===== src/sv/sat_pkg.sv =====
package sat_pkg;

    localparam int SUM_W            = 44;
    localparam int VALUE_W          = 32;
    localparam int COORD_W          = 7;
    localparam int CFG_W            = 7;
    localparam int CFG_IDX_W        = 1;
    localparam int MAX_DIM_DEF      = 64;
    localparam int ELEMENT_BITS_DEF = 32;

    localparam logic [CFG_IDX_W-1:0] CFG_NUM_ROWS = 1'b0;
    localparam logic [CFG_IDX_W-1:0] CFG_NUM_COLS = 1'b1;

    localparam logic CMD_LOAD  = 1'b0;
    localparam logic CMD_QUERY = 1'b1;

    typedef struct packed {
        logic       in_ready;
        logic       load_sum;
        logic       ld_rd;
        logic       ld_wr;
        logic       q_rd;
        logic       q_clear;
        logic [1:0] q_step;
        logic       acc_en;
        logic       out_load;
    } sat_cmd_t;

    typedef struct packed {
        logic in_fire;
        logic in_query;
        logic bad;
        logic out_free;
    } sat_status_t;

endpackage


===== src/sv/sat_datapath.sv =====
module sat_datapath
    import sat_pkg::*;
#(
    parameter int MAX_DIM      = MAX_DIM_DEF,
    parameter int ELEMENT_BITS = ELEMENT_BITS_DEF,
    parameter int IDX_W        = $clog2(MAX_DIM),
    parameter int ADDR_W       = 2 * IDX_W
) (
    input  logic                      clk,
    input  logic                      rst_n,
    input  sat_cmd_t                  cmd,
    output sat_status_t               sts,
    input  logic                      cfg_write_en,
    input  logic [CFG_IDX_W-1:0]      cfg_index,
    input  logic [CFG_W-1:0]          cfg_data,
    input  logic                      in_valid,
    input  logic                      in_command,
    input  logic signed [VALUE_W-1:0] in_value,
    input  logic [COORD_W-1:0]        in_first_row,
    input  logic [COORD_W-1:0]        in_first_col,
    input  logic [COORD_W-1:0]        in_end_row,
    input  logic [COORD_W-1:0]        in_end_col,
    input  logic                      out_ready,
    output logic                      out_valid,
    output logic signed [SUM_W-1:0]   out_rect_sum,
    output logic                      out_error,
    output logic                      ram_we,
    output logic [ADDR_W-1:0]         ram_addr,
    output logic [SUM_W-1:0]          ram_wdata,
    input  logic [SUM_W-1:0]          ram_rdata
);

    localparam int DIM_W = $clog2(MAX_DIM + 1);

    logic [DIM_W-1:0]   num_rows_reg;
    logic [DIM_W-1:0]   num_cols_reg;
    logic [IDX_W-1:0]   load_row_reg;
    logic [IDX_W-1:0]   load_col_reg;
    logic [SUM_W-1:0]   rsum_reg;
    logic               ready_reg;
    logic [SUM_W-1:0]   elem_reg;
    logic [COORD_W-1:0] sr_reg;
    logic [COORD_W-1:0] sc_reg;
    logic [COORD_W-1:0] er_reg;
    logic [COORD_W-1:0] ec_reg;
    logic [SUM_W-1:0]   acc_reg;
    logic [SUM_W-1:0]   acc_next;
    logic               pend_zero_reg;
    logic               pend_neg_reg;
    logic               out_valid_reg;
    logic [SUM_W-1:0]   out_sum_reg;
    logic               out_error_reg;

    logic [DIM_W-1:0]   cfg_clamped;
    logic               in_fire;
    logic               col_last;
    logic               row_last;
    logic               bad;
    logic [IDX_W-1:0]   er_i;
    logic [IDX_W-1:0]   ec_i;
    logic [IDX_W-1:0]   sr_i;
    logic [IDX_W-1:0]   sc_i;
    logic [IDX_W-1:0]   term_row;
    logic [IDX_W-1:0]   term_col;
    logic               term_zero;
    logic               term_neg;
    logic [SUM_W-1:0]   term_val;

    assign in_fire = in_valid && cmd.in_ready;

    assign cfg_clamped = (cfg_data == '0)     ? DIM_W'(1) :
                         (cfg_data > MAX_DIM) ? DIM_W'(MAX_DIM) : DIM_W'(cfg_data);

    assign col_last = (DIM_W'(load_col_reg) + DIM_W'(1)) >= num_cols_reg;
    assign row_last = (DIM_W'(load_row_reg) + DIM_W'(1)) >= num_rows_reg;

    assign bad = !ready_reg || sr_reg == '0 || sc_reg == '0 || sr_reg > er_reg ||
                 sc_reg > ec_reg || er_reg > num_rows_reg || ec_reg > num_cols_reg;

    // 0-based indices; the start terms sit one row or column before the start
    assign er_i = IDX_W'(er_reg - COORD_W'(1));
    assign ec_i = IDX_W'(ec_reg - COORD_W'(1));
    assign sr_i = IDX_W'(sr_reg - COORD_W'(2));
    assign sc_i = IDX_W'(sc_reg - COORD_W'(2));

    always_comb
    begin
        term_row  = er_i;
        term_col  = ec_i;
        term_zero = 1'b0;
        term_neg  = 1'b0;
        case (cmd.q_step)
            2'd0:
            begin
                term_row = er_i;
                term_col = ec_i;
            end
            2'd1:
            begin
                term_row  = sr_i;
                term_col  = ec_i;
                term_zero = (sr_reg == COORD_W'(1));
                term_neg  = 1'b1;
            end
            2'd2:
            begin
                term_row  = er_i;
                term_col  = sc_i;
                term_zero = (sc_reg == COORD_W'(1));
                term_neg  = 1'b1;
            end
            2'd3:
            begin
                term_row  = sr_i;
                term_col  = sc_i;
                term_zero = (sr_reg == COORD_W'(1)) || (sc_reg == COORD_W'(1));
            end
            default:
            begin
                term_zero = 1'b1;
            end
        endcase
    end

    always_comb
    begin
        ram_we    = cmd.ld_wr;
        ram_wdata = ((load_row_reg == '0) ? '0 : ram_rdata) + rsum_reg;
        if (cmd.ld_rd)
        begin
            ram_addr = {load_row_reg - IDX_W'(1), load_col_reg};
        end
        else if (cmd.ld_wr)
        begin
            ram_addr = {load_row_reg, load_col_reg};
        end
        else
        begin
            ram_addr = {term_row, term_col};
        end
    end

    assign term_val = pend_zero_reg ? '0 : ram_rdata;

    always_comb
    begin
        acc_next = acc_reg;
        if (cmd.q_clear)
        begin
            acc_next = '0;
        end
        else if (cmd.acc_en)
        begin
            acc_next = pend_neg_reg ? acc_reg - term_val : acc_reg + term_val;
        end
    end

    always_ff @(posedge clk)
    begin
        if (in_fire)
        begin
            elem_reg <= SUM_W'(signed'(in_value[ELEMENT_BITS-1:0]));
            sr_reg   <= in_first_row;
            sc_reg   <= in_first_col;
            er_reg   <= in_end_row;
            ec_reg   <= in_end_col;
        end
        if (cmd.q_rd)
        begin
            pend_zero_reg <= term_zero;
            pend_neg_reg  <= term_neg;
        end
        acc_reg <= acc_next;
        if (cmd.out_load)
        begin
            out_sum_reg   <= bad ? '0 : acc_reg;
            out_error_reg <= bad;
        end
    end

    always_ff @(posedge clk or negedge rst_n)
    begin
        if (!rst_n)
        begin
            num_rows_reg  <= DIM_W'(MAX_DIM);
            num_cols_reg  <= DIM_W'(MAX_DIM);
            load_row_reg  <= '0;
            load_col_reg  <= '0;
            rsum_reg      <= '0;
            ready_reg     <= 1'b0;
            out_valid_reg <= 1'b0;
        end
        else
        begin
            if (cfg_write_en)
            begin
                case (cfg_index)
                    CFG_NUM_ROWS: num_rows_reg <= cfg_clamped;
                    CFG_NUM_COLS: num_cols_reg <= cfg_clamped;
                    default: ;
                endcase
                load_row_reg <= '0;
                load_col_reg <= '0;
                rsum_reg     <= '0;
                ready_reg    <= 1'b0;
            end
            else if (cmd.load_sum)
            begin
                // a new row starts its running sum afresh
                rsum_reg  <= ((load_col_reg == '0) ? '0 : rsum_reg) + elem_reg;
                ready_reg <= 1'b0;
            end
            else if (cmd.ld_wr)
            begin
                if (col_last)
                begin
                    load_col_reg <= '0;
                    if (row_last)
                    begin
                        load_row_reg <= '0;
                        ready_reg    <= 1'b1;
                    end
                    else
                    begin
                        load_row_reg <= load_row_reg + IDX_W'(1);
                    end
                end
                else
                begin
                    load_col_reg <= load_col_reg + IDX_W'(1);
                end
            end

            if (cmd.out_load)
            begin
                out_valid_reg <= 1'b1;
            end
            else if (out_ready)
            begin
                out_valid_reg <= 1'b0;
            end
        end
    end

    assign out_valid    = out_valid_reg;
    assign out_rect_sum = out_sum_reg;
    assign out_error    = out_error_reg;

    assign sts.in_fire  = in_fire;
    assign sts.in_query = (in_command == CMD_QUERY);
    assign sts.bad      = bad;
    assign sts.out_free = !out_valid_reg || out_ready;

endmodule

===== config.mk =====
export PLATFORM = sky130hd
export DESIGN_NAME = sat_datapath
export DESIGN_NICKNAME = d
export VERILOG_FILES = /design/src/sv/sat_pkg.sv /design/src/sv/sat_datapath.sv
export SDC_FILE = /design/constraint.sdc
export NUM_CORES = 1
export LEC_CHECK = 0
export ABC_AREA = 0
export BUFFER_PORTS_ARGS = -buffer_cell sky130_fd_sc_hd__clkbuf_2
export CAP_MARGIN = 20
export CORE_MARGIN = 2
export CORE_UTILIZATION = 47
export CTS_CLUSTER_DIAMETER = 50
export CTS_CLUSTER_SIZE = 8
export DETAILED_ROUTE_END_ITERATION = 10
export PLACE_DENSITY_LB_ADDON = 0.15
export SYNTH_ARGS = -nofsm -noshare
export SYNTH_HDL_FRONTEND = slang
export SYNTH_SLANG_ARGS = --single-unit

===== constraint.sdc =====
create_clock -name clk -period 7.1 [get_ports clk]
set_input_delay 0.71 -clock clk [delete_from_list [all_inputs] [get_ports clk]]
set_output_delay 0.71 -clock clk [all_outputs]
set_load 0.01 [all_outputs]

==> impl_metrics.sql, run 1 <==
INSERT INTO impl_metrics (metric_group, metric, value, unit) VALUES
('die', 'num_io_pins', '235', ''),
('route', 'detail_route.first_pass.iterations', '7', ''),
('clocking', 'cts-buffers-inserted', '40', ''),
('route', 'num_vias', '16500', ''),
('min_path', 'type_of_the_tightest_min_delay_check', 'in -> reg', ''),
('die', 'die-width', '205', 'µm'),
('layout', 'post_layout_nonfiller_instances', '2931', ''),
('global_routing', 'grt_overflow_total', '0', ''),
('route', 'postRouteAntennaNets', '0', ''),
('sta', 'period_minus_slack', '6300', 'ps'),
('min_path', 'min_path_cells', '1', ''),
('critical_path', 'critical_path_class', 'reg -> out', ''),
('synthesis', 'synth_async_sr_flop_share', '32.3', '%'),
('placement', 'post_dp_cell_area', '20500', 'µm²'),
('synthesis', 'synthTopCellsByArea', 'sky130_fd_sc_hd__edfxtp_1 (17%), sky130_fd_sc_hd__ha_1 (12%), sky130_fd_sc_hd__dfrtp_1 (9.3%)', ''),
('critical_path', 'critical_path.startpoint_type', 'flop', ''),
('critical_path', 'critical_path_arrival', '5590', 'ps'),
('global_routing', 'first_global_vias', '15600', ''),
('min_path', 'min_from', 'in_first_row[0]', ''),
('flow_run', 'maxCapViolCount', '0', ''),
('global_routing', 'grt_usage', '25.0', '%'),
('sta', 'setup_tns', '0', 'ps'),
('placement', 'detailedPlacementHpwl', '41100', 'µm'),
('status', 'run_status', 'complete, no violations', ''),
('sta', 'max-slew-margin-rel', '26.5', '%'),
('layout', 'fillers', '3717', ''),
('synthesis', 'yosys_register_bits', '223', ''),
('critical_path', 'cell_depth_of_the_worst_flop_to_flop_path', '20', ''),
('clocking', 'cts_buffer_depth', '3', ''),
('critical_path', 'timing.critical_path.max_delay_family', 'simple AND/OR/NAND/NOR gates', ''),
('min_path', 'hold_path_end', 'sr_reg[0]', ''),
('synthesis', 'synth_top_area_share', '17.0', '%'),
('synthesis', 'synth.most_common_cell', 'sky130_fd_sc_hd__nor2_1', ''),
('clocking', 'root_buffer', 'sky130_fd_sc_hd__clkbuf_16', ''),
('global_routing', 'grt_antenna_before_repair', '5', ''),
('layout', 'flow.area_growth_from_synthesis', '15.3', '%'),
('route', 'vias_per_cell', '5.63', ''),
('sta', 'timing.final.setup_violations', '0', ''),
('synthesis', 'cell_type_contributing_the_most_total_cell_area_after_synthesis', 'sky130_fd_sc_hd__edfxtp_1', ''),
('placement', 'port_buffers', '232', ''),
('synthesis', 'postSynthNetCount', '2488', ''),
('clocking', 'postCtsSetupBuffers', '0', ''),
('clocking', 'htree_num_levels', '2', ''),
('global_routing', 'grt_start_max_net_pins', '73', ''),
('pwr', 'post-layout-total-power', '0.00589', 'W'),
('global_routing', 'global_route_wire_length_before_repair', '83400', 'µm'),
('sta', 'finalClockSkew', '23.9', 'ps'),
('route', 'drt_first_iter_violations', '1018', ''),
('critical_path', 'regToRegEndpoint', 'acc_reg[43]', ''),
('pwr', 'power.density_cell_area', '270', 'nW/µm²'),
('layout', 'finalNetCount', '2684', ''),
('pwr', 'power.static_leakage', '10.3', 'nW'),
('sta', 'hold_slack', '326', 'ps'),
('critical_path', 'critical-path-slowest-cell', 'sky130_fd_sc_hd__nor3_4', ''),
('clocking', 'cts_resized', '0', ''),
('synthesis', 'synth_cell_types', '105', ''),
('critical_path', 'r2r_slack', '1800', 'ps'),
('die', 'die_h', '205', 'µm'),
('sta', 'maxSlewViolCount', '0', ''),
('sta', 'setup_repair_after_global_routing_missed_its_margin', 'false', ''),
('clocking', 'clkLatencyLatePin', '560', 'ps'),
('synthesis', 'synth-main-ff-cell', 'sky130_fd_sc_hd__edfxtp_1', ''),
('placement', 'routability_congestion', '0.946', ''),
('critical_path', 'setup.worst_path.end_class', 'primary output', ''),
('sta', 'tightestPinTransition', '1080', 'ps'),
('critical_path', 'max_stage_delay', '520', 'ps'),
('sta', 'hold_viol_final', '0', ''),
('critical_path', 'worstPathMaxFanout', '29', ''),
('layout', 'drive_gt1_share', '15.0', '%'),
('synthesis', 'netlist_area', '18900', 'µm²'),
('pwr', 'max-vdd-ir-drop', '181', 'µV');
## cells in the final DEF, fill, tap and decap left out, types with 6 or more instances in the layout
master                      synthesis  routed
sky130_fd_sc_hd__and2_1            54      53
sky130_fd_sc_hd__nand2_1          138     138
sky130_fd_sc_hd__nor4_1            11      11
sky130_fd_sc_hd__a211oi_1          22      22
sky130_fd_sc_hd__nand3_1           43      43
sky130_fd_sc_hd__nor3_1            45      44
sky130_fd_sc_hd__clkbuf_2           0     231
sky130_fd_sc_hd__clkbuf_1          78      16
sky130_fd_sc_hd__dfxtp_1           44      44
sky130_fd_sc_hd__nor3b_1           10      10
sky130_fd_sc_hd__clkbuf_16          0      44
sky130_fd_sc_hd__edfxtp_1         107     107
sky130_fd_sc_hd__o21bai_1          24      24
sky130_fd_sc_hd__and3_1            20      20
sky130_fd_sc_hd__o31ai_1            7       7
sky130_fd_sc_hd__a21oi_1          162     162
sky130_fd_sc_hd__o211ai_1          11      11
sky130_fd_sc_hd__a31oi_1           23      23
sky130_fd_sc_hd__buf_4              4      12
sky130_fd_sc_hd__nor2b_1          121     121
sky130_fd_sc_hd__or2_2              8       8
sky130_fd_sc_hd__ha_1             184     184
sky130_fd_sc_hd__o21a_1            20      20
sky130_fd_sc_hd__mux2i_1           64      64
sky130_fd_sc_hd__dfrtp_1           70      70
sky130_fd_sc_hd__xor2_1            49      49
sky130_fd_sc_hd__or3_1             10      10
sky130_fd_sc_hd__nor2_1           231     231
sky130_fd_sc_hd__a41oi_1            8       8
sky130_fd_sc_hd__nand4_1           23      23
sky130_fd_sc_hd__inv_1             83      83
sky130_fd_sc_hd__nand2b_1          41      41
sky130_fd_sc_hd__a21o_1            96      96
sky130_fd_sc_hd__xnor2_1          116     116
sky130_fd_sc_hd__o22ai_1            6       6
sky130_fd_sc_hd__o21ai_0           89      89
sky130_fd_sc_hd__o21ai_1           11      11
## kinds of logic after synthesis
| group | share of synthesized area, % |
|---|---|
| xor gates and xnor gates | 7.64 |
| and+or+nand+nor | 21.0 |
| AOI/OAI and AO/OA | 20.3 |
| adders and majority gates | 12.5 |
| DFF | 31.2 |
| buffers and inverters | 3.62 |
| muxes | 3.77 |
## worst register-to-register path: stages, from the launching register on
cell and delay (ps):
sky130_fd_sc_hd__edfxtp_1 360, sky130_fd_sc_hd__buf_4 270, sky130_fd_sc_hd__inv_1 100, sky130_fd_sc_hd__buf_4 300, sky130_fd_sc_hd__nand2_1 130, sky130_fd_sc_hd__ha_1 250
sky130_fd_sc_hd__o21ai_0 200, sky130_fd_sc_hd__nor3_1 130, sky130_fd_sc_hd__or2_2 340, sky130_fd_sc_hd__o21ai_1 380, sky130_fd_sc_hd__xnor2_1 190, sky130_fd_sc_hd__ha_1 400
sky130_fd_sc_hd__a21o_1 210, sky130_fd_sc_hd__a21o_1 180, sky130_fd_sc_hd__a21oi_1 240, sky130_fd_sc_hd__nand3_1 110, sky130_fd_sc_hd__o311a_1 350, sky130_fd_sc_hd__o31ai_4 320
sky130_fd_sc_hd__o21ai_2 90, sky130_fd_sc_hd__a221oi_2 270, sky130_fd_sc_hd__mux2_4 320
## metal layers
| metal | part of all wire (%) | track usage, % | wire (µm) | up-vias |
|---|---|---|---|---|
| li1 | - | - | - | 8241 |
| met1 | 49 | 36.2 | 25800 | 7750 |
| met2 | 44 | 38.6 | 23000 | 428 |
| met3 | 4.8 | 3.50 | 2520 | 72 |
| met4 | 2.2 | 7.27 | 1180 | 0 |
| met5 | 0 | 0 | 0 | - |
## stage by stage
stage	util [%]	worst slack [ps]
after floorplan	-	2020
after global placement	51.5	1510
after detailed placement	51.5	1370
after CTS	54.8	747
after global routing	54.9	259
final	54.9	796
## cell type report
type / count / share of cell area, %
clock buffer: 63 / 5.52
clock inverter: 11 / 0.585
tap: 525 / 3.01
antenna: 5 / 0.0574
multi-input combinational: 1777 / 56.6
inverter: 83 / 1.43
timing repair buffer: 244 / 5.74
sequential: 223 / 27.1
## power by group
| group | switching (W) | internal [W] |
|---|---|---|
| registers | 0.000139 | 0.00151 |
| logic | 0.00138 | 0.000981 |
| clock network | 0.000645 | 0.00123 |
## worst max path at each step
stage	from	end	slack, ps	depth (start not counted)
after global placement	load_row_reg[0]	ram_wdata[42]	1510	18
after floorplan	load_row_reg[0]	ram_wdata[42]	2020	19
after detailed placement	load_row_reg[0]	ram_wdata[37]	1370	19
after CTS	load_row_reg[0]	ram_wdata[37]	750	19
final	load_row_reg[0]	ram_wdata[37]	800	19
after global routing	load_row_reg[0]	ram_wdata[37]	260	19
Note: power is estimated with default switching activity, not from simulation.
==> inputs of run 2 (changes only) <==
==> constraint.sdc (replaced) <==
create_clock -name clk -period 7.1 [get_ports clk]
set_input_delay 1.42 -clock clk [delete_from_list [all_inputs] [get_ports clk]]
set_output_delay 1.42 -clock clk [all_outputs]
set_load 0.01 [all_outputs]
==> run 2 against run 1 <==
Fmax is 5.0% lower. Combinational power about the same. Power fell by 1.1%. Setup slack got worse by 330 ps. Die area is the same. Largest power group unchanged.
==> impl_metrics.sql, run 2 (synthesis results as in run 1) <==
INSERT INTO impl_metrics (metric_group, metric, value, unit) VALUES
('placement', 'post_dp_cell_area', '20500', 'µm²'),
('placement', 'port_buffers', '232', ''),
('critical_path', 'critical_path.startpoint_type', 'flop', ''),
('global_routing', 'grt_usage', '25.0', '%'),
('sta', 'achievable-frequency', '151', 'MHz'),
('route', 'highest-signal-layer', 'met4', ''),
('die', 'die_area', '41800', 'µm²'),
('route', 'num_vias', '16400', ''),
('clocking', 'clkLatencyLatePin', '540', 'ps'),
('sta', 'tightestPinTransition', '989', 'ps'),
('clocking', 'root_buffer', 'sky130_fd_sc_hd__clkbuf_16', ''),
('clocking', 'tritoncts', 'done', ''),
('route', 'met2WireLength', '22300', 'µm'),
('clocking', 'postCtsSetupBuffers', '0', ''),
('global_routing', 'first_global_vias', '15600', ''),
('sta', 'hold_viol_final', '0', ''),
('sta', 'period_minus_slack', '6640', 'ps'),
('route', 'detail_route.wirelength', '51900', 'µm'),
('sta', 'finalClockSkew', '17.0', 'ps'),
('clocking', 'cts-buffers-inserted', '40', ''),
('clocking', 'cts_buffer_depth', '3', ''),
('placement', 'detailedPlacementHpwl', '41000', 'µm'),
('critical_path', 'critical_path.n_buffers_inverters', '4', ''),
('route', 'detail_route.first_pass.iterations', '5', ''),
('sta', 'max-slew-margin-rel', '34.1', '%'),
('critical_path', 'max_stage_delay', '470', 'ps'),
('critical_path', 'worstPathMaxFanout', '40', ''),
('clocking', 'cts.sink_count', '223', ''),
('global_routing', 'global_route_wire_length_before_repair', '83300', 'µm'),
('die', 'start_util', '47.6', '%'),
('layout', 'flow.area_growth_from_synthesis', '15.0', '%'),
('layout', 'drive_gt1_share', '14.9', '%'),
('route', 'detail_route.drc_violations', '0', ''),
('sta', 'setup_repair_after_global_routing_missed_its_margin', 'false', ''),
('layout', 'final_cell_area', '21800', 'µm²'),
('global_routing', 'grt_start_max_net_pins', '73', ''),
('status', 'run_status', 'complete, no violations', ''),
('clocking', 'worst_setup_hold_path_clk_slew', '50', 'ps'),
('pwr', 'power.static_leakage', '10.2', 'nW'),
('route', 'detail_route.wirelength.met1', '26200', 'µm'),
('die', 'row_count', '73', ''),
('pwr', 'post-layout-total-power', '0.00582', 'W'),
('clocking', 'htree_num_levels', '2', ''),
('layout', 'layout_common_cells', 'sky130_fd_sc_hd__nor2_1 (231), sky130_fd_sc_hd__clkbuf_2 (231), sky130_fd_sc_hd__ha_1 (184)', ''),
('critical_path', 'critical-path-slowest-cell', 'sky130_fd_sc_hd__dfrtp_1', ''),
('sta', 'setup_tns', '0', 'ps'),
('die', 'core-area', '39700', 'µm²'),
('route', 'postRouteAntennaNets', '0', ''),
('route', 'drt_first_iter_violations', '887', ''),
('route', 'routedWlPerCell', '17.7', 'µm'),
('route', 'met3_wirelength', '2000', 'µm'),
('global_routing', 'grt_overflow_total', '0', ''),
('critical_path', 'critical_path_arrival', '5220', 'ps'),
('min_path', 'type_of_the_tightest_min_delay_check', 'reg -> reg', ''),
('sta', 'timing.final.setup_violations', '0', ''),
('placement', 'routability_congestion', '0.927', ''),
('critical_path', 'critical_path_class', 'reg -> out', ''),
('critical_path', 'timing.critical_path.cells', 'inv_1 -> ha_1 -> inv_1 -> or3_1 -> nor3_4 -> buf_6 -> nor2_1 -> ha_1 -> a21oi_1 -> nor2b_1 -> o311ai_2 -> a211oi_1 -> o311ai_1 -> o21ai_1 -> a311o_1 -> a311oi_2 -> o21ai_1 -> xor2_1 -> clkbuf_2', ''),
('route', 'vias_per_cell', '5.58', ''),
('die', 'num_io_pins', '235', ''),
('global_routing', 'grt_antenna_before_repair', '5', ''),
('pwr', 'max-vdd-ir-drop', '203', 'µV'),
('critical_path', 'worst_ep_required_time', '5680', 'ps'),
('critical_path', 'setup.worst_path.end_class', 'primary output', ''),
('critical_path', 'timing.critical_path.max_delay_family', 'compound AO/OA/AOI/OAI gates', ''),
('pwr', 'power.density_cell_area', '268', 'nW/µm²'),
('layout', 'finalNetCount', '2685', ''),
('sta', 'maxSlewViolCount', '0', ''),
('die', 'die-width', '205', 'µm'),
('die', 'die_h', '205', 'µm'),
('sta', 'final_min_period_over_clock_period', '93.5', '%'),
('flow_run', 'maxCapViolCount', '0', '');
-- run 2: repair_timing --
action	CTS	global route
endpoints found under the setup margin	0	2
resized for setup	0	1
hold buffers	0	0
-- run 2: where the power goes --
group	total, W	internal (W)	switching, W
registers	0.00165	0.00151	0.000138
logic	0.00236	0.000982	0.00137
clock network	0.00182	0.00118	0.000635
-- run 2: final timing paths --
kind / from / end / slack (ps) / depth (start not counted)
worst max-delay path: load_row_reg[0] / ram_wdata[42] / 460 / 19
worst min-delay path: num_rows_reg[3] / num_rows_reg[3] / 480 / 2
worst max register to register: pend_zero_reg / acc_reg[43] / 2150 / 20
worst min register to register: num_rows_reg[3] / num_rows_reg[3] / 480 / 2
max in group asynchronous: rst_n / rsum_reg[41] / 5310 / 2
min in group asynchronous: rst_n / num_cols_reg[2] / 1100 / 2
-- run 2: area by class of cell --
class	instances	area (µm²)
repair buffers	245	1260
flip-flops and latches	223	5900
clock inverters	14	165
clock buffers	59	1100
well taps	525	657
diodes	7	17.5
multi-input cells	1777	12300
fillers	3810	18000
inverters	83	312
-- run 2: worst reg2reg max path: stages, from the launching register on --
cell and delay [ps]:
sky130_fd_sc_hd__edfxtp_1 320, sky130_fd_sc_hd__buf_4 390, sky130_fd_sc_hd__inv_1 120, sky130_fd_sc_hd__nand2_1 110
sky130_fd_sc_hd__ha_1 210, sky130_fd_sc_hd__o21ai_0 190, sky130_fd_sc_hd__o21bai_1 270, sky130_fd_sc_hd__nor3_1 340
sky130_fd_sc_hd__a21oi_1 140, sky130_fd_sc_hd__nand3_1 100, sky130_fd_sc_hd__o211ai_1 130, sky130_fd_sc_hd__ha_1 410
sky130_fd_sc_hd__and3_1 330, sky130_fd_sc_hd__and2_2 240, sky130_fd_sc_hd__nand3_1 120, sky130_fd_sc_hd__a21oi_2 230
sky130_fd_sc_hd__o311a_1 300, sky130_fd_sc_hd__o31ai_4 110, sky130_fd_sc_hd__o2111a_1 260, sky130_fd_sc_hd__a221oi_2 220
sky130_fd_sc_hd__mux2_4 320
-- run 2: metrics by stage --
stage | cells | utilization (%) | hold WS [ps] | worst slack, ps
4_1_cts | 2926 | 54.7 | 485 | 388
5_1_grt | 2931 | 54.7 | 501 | 58.9
3_3_place_gp | 2853 | 51.5 | 470 | 930
6_report | 2933 | 54.7 | 478 | 463
3_5_place_dp | 2853 | 51.5 | 472 | 946
2_1_floorplan | 2173 | - | 450 | 1310
-- run 2: per-layer routing --
layer / up-vias / GRT usage, %
met1: 7689 / 37.1
met2: 359 / 37.7
li1: 8258 / -
met3: 71 / 2.70
met4: 0 / 8.39
met5: - / 0
==> inputs of run 3 (changes only) <==
--- a/config.mk
+++ b/config.mk
@@ -10,6 +10,7 @@
 export CAP_MARGIN = 20
 export CORE_MARGIN = 2
 export CORE_UTILIZATION = 47
+export CTS_BUF_LIST = sky130_fd_sc_hd__clkbuf_4
 export CTS_CLUSTER_DIAMETER = 50
 export CTS_CLUSTER_SIZE = 8
 export DETAILED_ROUTE_END_ITERATION = 10
==> run 3 against run 2 <==
Die area unchanged. Worst hold slack gained 12 ps. Clock skew is 21 ps higher. Setup slack got worse by 66 ps. Final area decreased by 2.9%. Largest cell class unchanged.
==> impl_metrics.sql, run 3 (synthesis results as in run 1) <==
INSERT INTO impl_metrics (metric_group, metric, value, unit) VALUES
('clocking', 'tritoncts', 'done', ''),
('clocking', 'root_buffer', 'sky130_fd_sc_hd__clkbuf_4', ''),
('placement', 'detailedPlacementHpwl', '41000', 'µm'),
('die', 'num_io_pins', '235', ''),
('pwr', 'power.static_leakage', '9.98', 'nW'),
('critical_path', 'critical-path-slowest-cell', 'sky130_fd_sc_hd__dfrtp_2', ''),
('sta', 'max-slew-margin-rel', '35.0', '%'),
('clocking', 'clkLatencyLatePin', '740', 'ps'),
('critical_path', 'setup.worst_path.end_class', 'primary output', ''),
('die', 'start_util', '47.6', '%'),
('sta', 'final_min_period_over_clock_period', '94.4', '%'),
('route', 'drt_first_iter_violations', '940', ''),
('clocking', 'cts.sink_count', '223', ''),
('critical_path', 'max_stage_delay', '470', 'ps'),
('min_path', 'type_of_the_tightest_min_delay_check', 'reg -> reg', ''),
('placement', 'port_buffers', '232', ''),
('layout', 'register_area', '5900', 'µm²'),
('global_routing', 'global_route_wire_length_before_repair', '82900', 'µm'),
('critical_path', 'timing.critical_path.cells', 'inv_1 -> ha_1 -> inv_1 -> or3_1 -> nor3_4 -> nor2b_1 -> ha_1 -> fa_1 -> a21oi_1 -> nor2_1 -> o311ai_4 -> a211oi_1 -> o311ai_2 -> o21ai_2 -> a311o_1 -> a311oi_2 -> o21ai_1 -> xor2_1 -> clkbuf_2', ''),
('global_routing', 'grt.met1_usage', '37.0', '%'),
('route', 'detail_route.drc_violations', '0', ''),
('die', 'die_h', '205', 'µm'),
('sta', 'hold_viol_final', '0', ''),
('global_routing', 'grt_usage', '24.9', '%'),
('sta', 'achievable-frequency', '149', 'MHz'),
('layout', 'finalNetCount', '2685', ''),
('global_routing', 'met3_usage', '2.66', '%'),
('critical_path', 'critical_path_arrival', '5280', 'ps'),
('clocking', 'cts_hold_buffers', '0', ''),
('clocking', 'cts_buffer_depth', '3', ''),
('route', 'num_vias', '16400', ''),
('pwr', 'post-layout-total-power', '0.00502', 'W'),
('global_routing', 'grt_start_max_net_pins', '73', ''),
('critical_path', 'cell_depth_of_the_worst_flop_to_flop_path', '20', ''),
('global_routing', 'globalRoute.busiestLayer', 'met2', ''),
('route', 'detail_route.first_pass.iterations', '5', ''),
('route', 'vias_per_cell', '5.58', ''),
('sta', 'period_minus_slack', '6700', 'ps'),
('clocking', 'worst_setup_hold_path_clk_slew', '100', 'ps'),
('placement', 'routability_congestion', '0.927', ''),
('pwr', 'max-vdd-ir-drop', '147', 'µV'),
('layout', 'drive_gt1_share', '15.8', '%'),
('critical_path', 'endpoint', 'ram_wdata[42]', ''),
('critical_path', 'startpoint', 'load_row_reg[0]', ''),
('route', 'postRouteAntennaNets', '0', ''),
('critical_path', 'r2r_slack', '2110', 'ps'),
('critical_path', 'crit-reg2reg-launch', 'pend_zero_reg', ''),
('status', 'run_status', 'complete, no violations', ''),
('die', 'row_count', '73', ''),
('critical_path', 'critical_path_class', 'reg -> out', ''),
('critical_path', 'worstPathMaxFanout', '8', ''),
('sta', 'timing.final.setup_violations', '0', ''),
('sta', 'tightestPinTransition', '974', 'ps'),
('route', 'detail_route.wirelength', '51900', 'µm'),
('global_routing', 'first_global_vias', '15600', ''),
('layout', 'multiInputGateArea', '12400', 'µm²'),
('sta', 'setup_tns', '0', 'ps'),
('layout', 'layout_common_cells', 'sky130_fd_sc_hd__nor2_1 (231), sky130_fd_sc_hd__clkbuf_2 (231), sky130_fd_sc_hd__ha_1 (184)', ''),
('sta', 'setup_repair_after_global_routing_missed_its_margin', 'false', ''),
('min_path', 'min_path_cells', '2', ''),
('sta', 'maxSlewViolCount', '0', ''),
('layout', 'flow.area_growth_from_synthesis', '11.7', '%'),
('global_routing', 'grt_use_met2', '37.5', '%'),
('sta', 'finalClockSkew', '38.1', 'ps'),
('layout', 'fillers', '3870', ''),
('die', 'core-area', '39700', 'µm²'),
('global_routing', 'grt_antenna_before_repair', '6', ''),
('flow_run', 'maxCapViolCount', '0', ''),
('pwr', 'power.density_cell_area', '238', 'nW/µm²'),
('critical_path', 'regToRegEndpoint', 'acc_reg[43]', ''),
('critical_path', 'critical_path.startpoint_type', 'flop', ''),
('layout', 'post-route-util', '53.2', '%'),
('critical_path', 'worst_ep_required_time', '5680', 'ps'),
('die', 'die-width', '205', 'µm'),
('route', 'routedWlPerCell', '17.7', 'µm'),
('die', 'die_area', '41800', 'µm²'),
('clocking', 'cts-buffers-inserted', '40', ''),
('global_routing', 'grt_overflow_total', '0', ''),
('clocking', 'htree_num_levels', '2', '');
==> run 3: changes by cell type in the layout (fill, tap and decap cells not counted), moves of 2 or more <==
cell | before | now
sky130_fd_sc_hd__clkbuf_1 | 17 | 0
sky130_fd_sc_hd__clkbuf_16 | 41 | 0
sky130_fd_sc_hd__inv_6 | 2 | 0
sky130_fd_sc_hd__inv_2 | 0 | 2
sky130_fd_sc_hd__clkbuf_4 | 0 | 58
sky130_fd_sc_hd__o21ai_2 | 1 | 3
sky130_fd_sc_hd__o21ai_1 | 11 | 9
==> run 3: worst min-delay path by stage <==
stage                    startpoint              end  slack, ps
finish              num_rows_reg[3]  num_rows_reg[3]        490
global route        num_rows_reg[3]  num_rows_reg[3]        510
floorplan           num_cols_reg[1]  num_cols_reg[1]        450
CTS                 num_rows_reg[3]  num_rows_reg[3]        500
detailed placement  num_cols_reg[2]  num_cols_reg[2]        470
global placement    num_rows_reg[5]  num_rows_reg[5]        470
==> run 3: report_power, final <==
part | switching [W] | total, W | internal (W)
sequential | 0.000138 | 0.00164 | 0.00150
combinational | 0.00137 | 0.00236 | 0.000989
clock | 0.000523 | 0.00102 | 0.000496
total | 0.00204 | 0.00502 | 0.00299
==> run 3: layout make-up <==
cell class | count | area share, %
Antenna cell | 7 | 0.0829
Clock buffer | 58 | 2.06
Clock inverter | 15 | 0.752
Inverter | 83 | 1.48
Multi-Input combinational cell | 1777 | 58.6
Sequential cell | 223 | 27.9
Tap cell | 525 | 3.11
Timing Repair Buffer | 245 | 6.02
==> run 3: timing repair <==
item,4_1_cts,5_1_grt
setup buffers,0,0
gates resized for setup,0,9
endpoints found under the setup margin,0,9
==> run 3: metrics by stage <==
| stage | area (µm²) | hold WS, ps | worst slack [ps] | std cells |
|---|---|---|---|---|
| 2_1_floorplan | 18900 | 450 | 1310 | 2173 |
| 3_3_place_gp | 20500 | 470 | 930 | 2853 |
| 3_5_place_dp | 20500 | 472 | 946 | 2853 |
| 4_1_cts | 21100 | 496 | 139 | 2926 |
| 5_1_grt | 21100 | 515 | 33.2 | 2932 |
| 6_report | 21100 | 490 | 398 | 2933 |
==> run 3: routing by layer <==
| metal | wire length [µm] | vias to the layer above |
|---|---|---|
| met1 | 26000 | 7644 |
| met2 | 22300 | 384 |
| met3 | 2060 | 78 |
| met4 | 1570 | 0 |
| met5 | 0 | - |
| li1 | - | 8265 |
==> run 3: worst max-delay path, delay by kind of cell (launching register included) <==
| family | cells | cell delay (ps) |
|---|---|---|
| and+or+nand+nor | 4 | 910 |
| adders and majority gates | 3 | 780 |
| AOI/OAI and AO/OA | 8 | 1960 |
| DFF | 1 | 470 |
| xor gates and xnor gates | 1 | 140 |
| buffers and inverters | 3 | 300 |
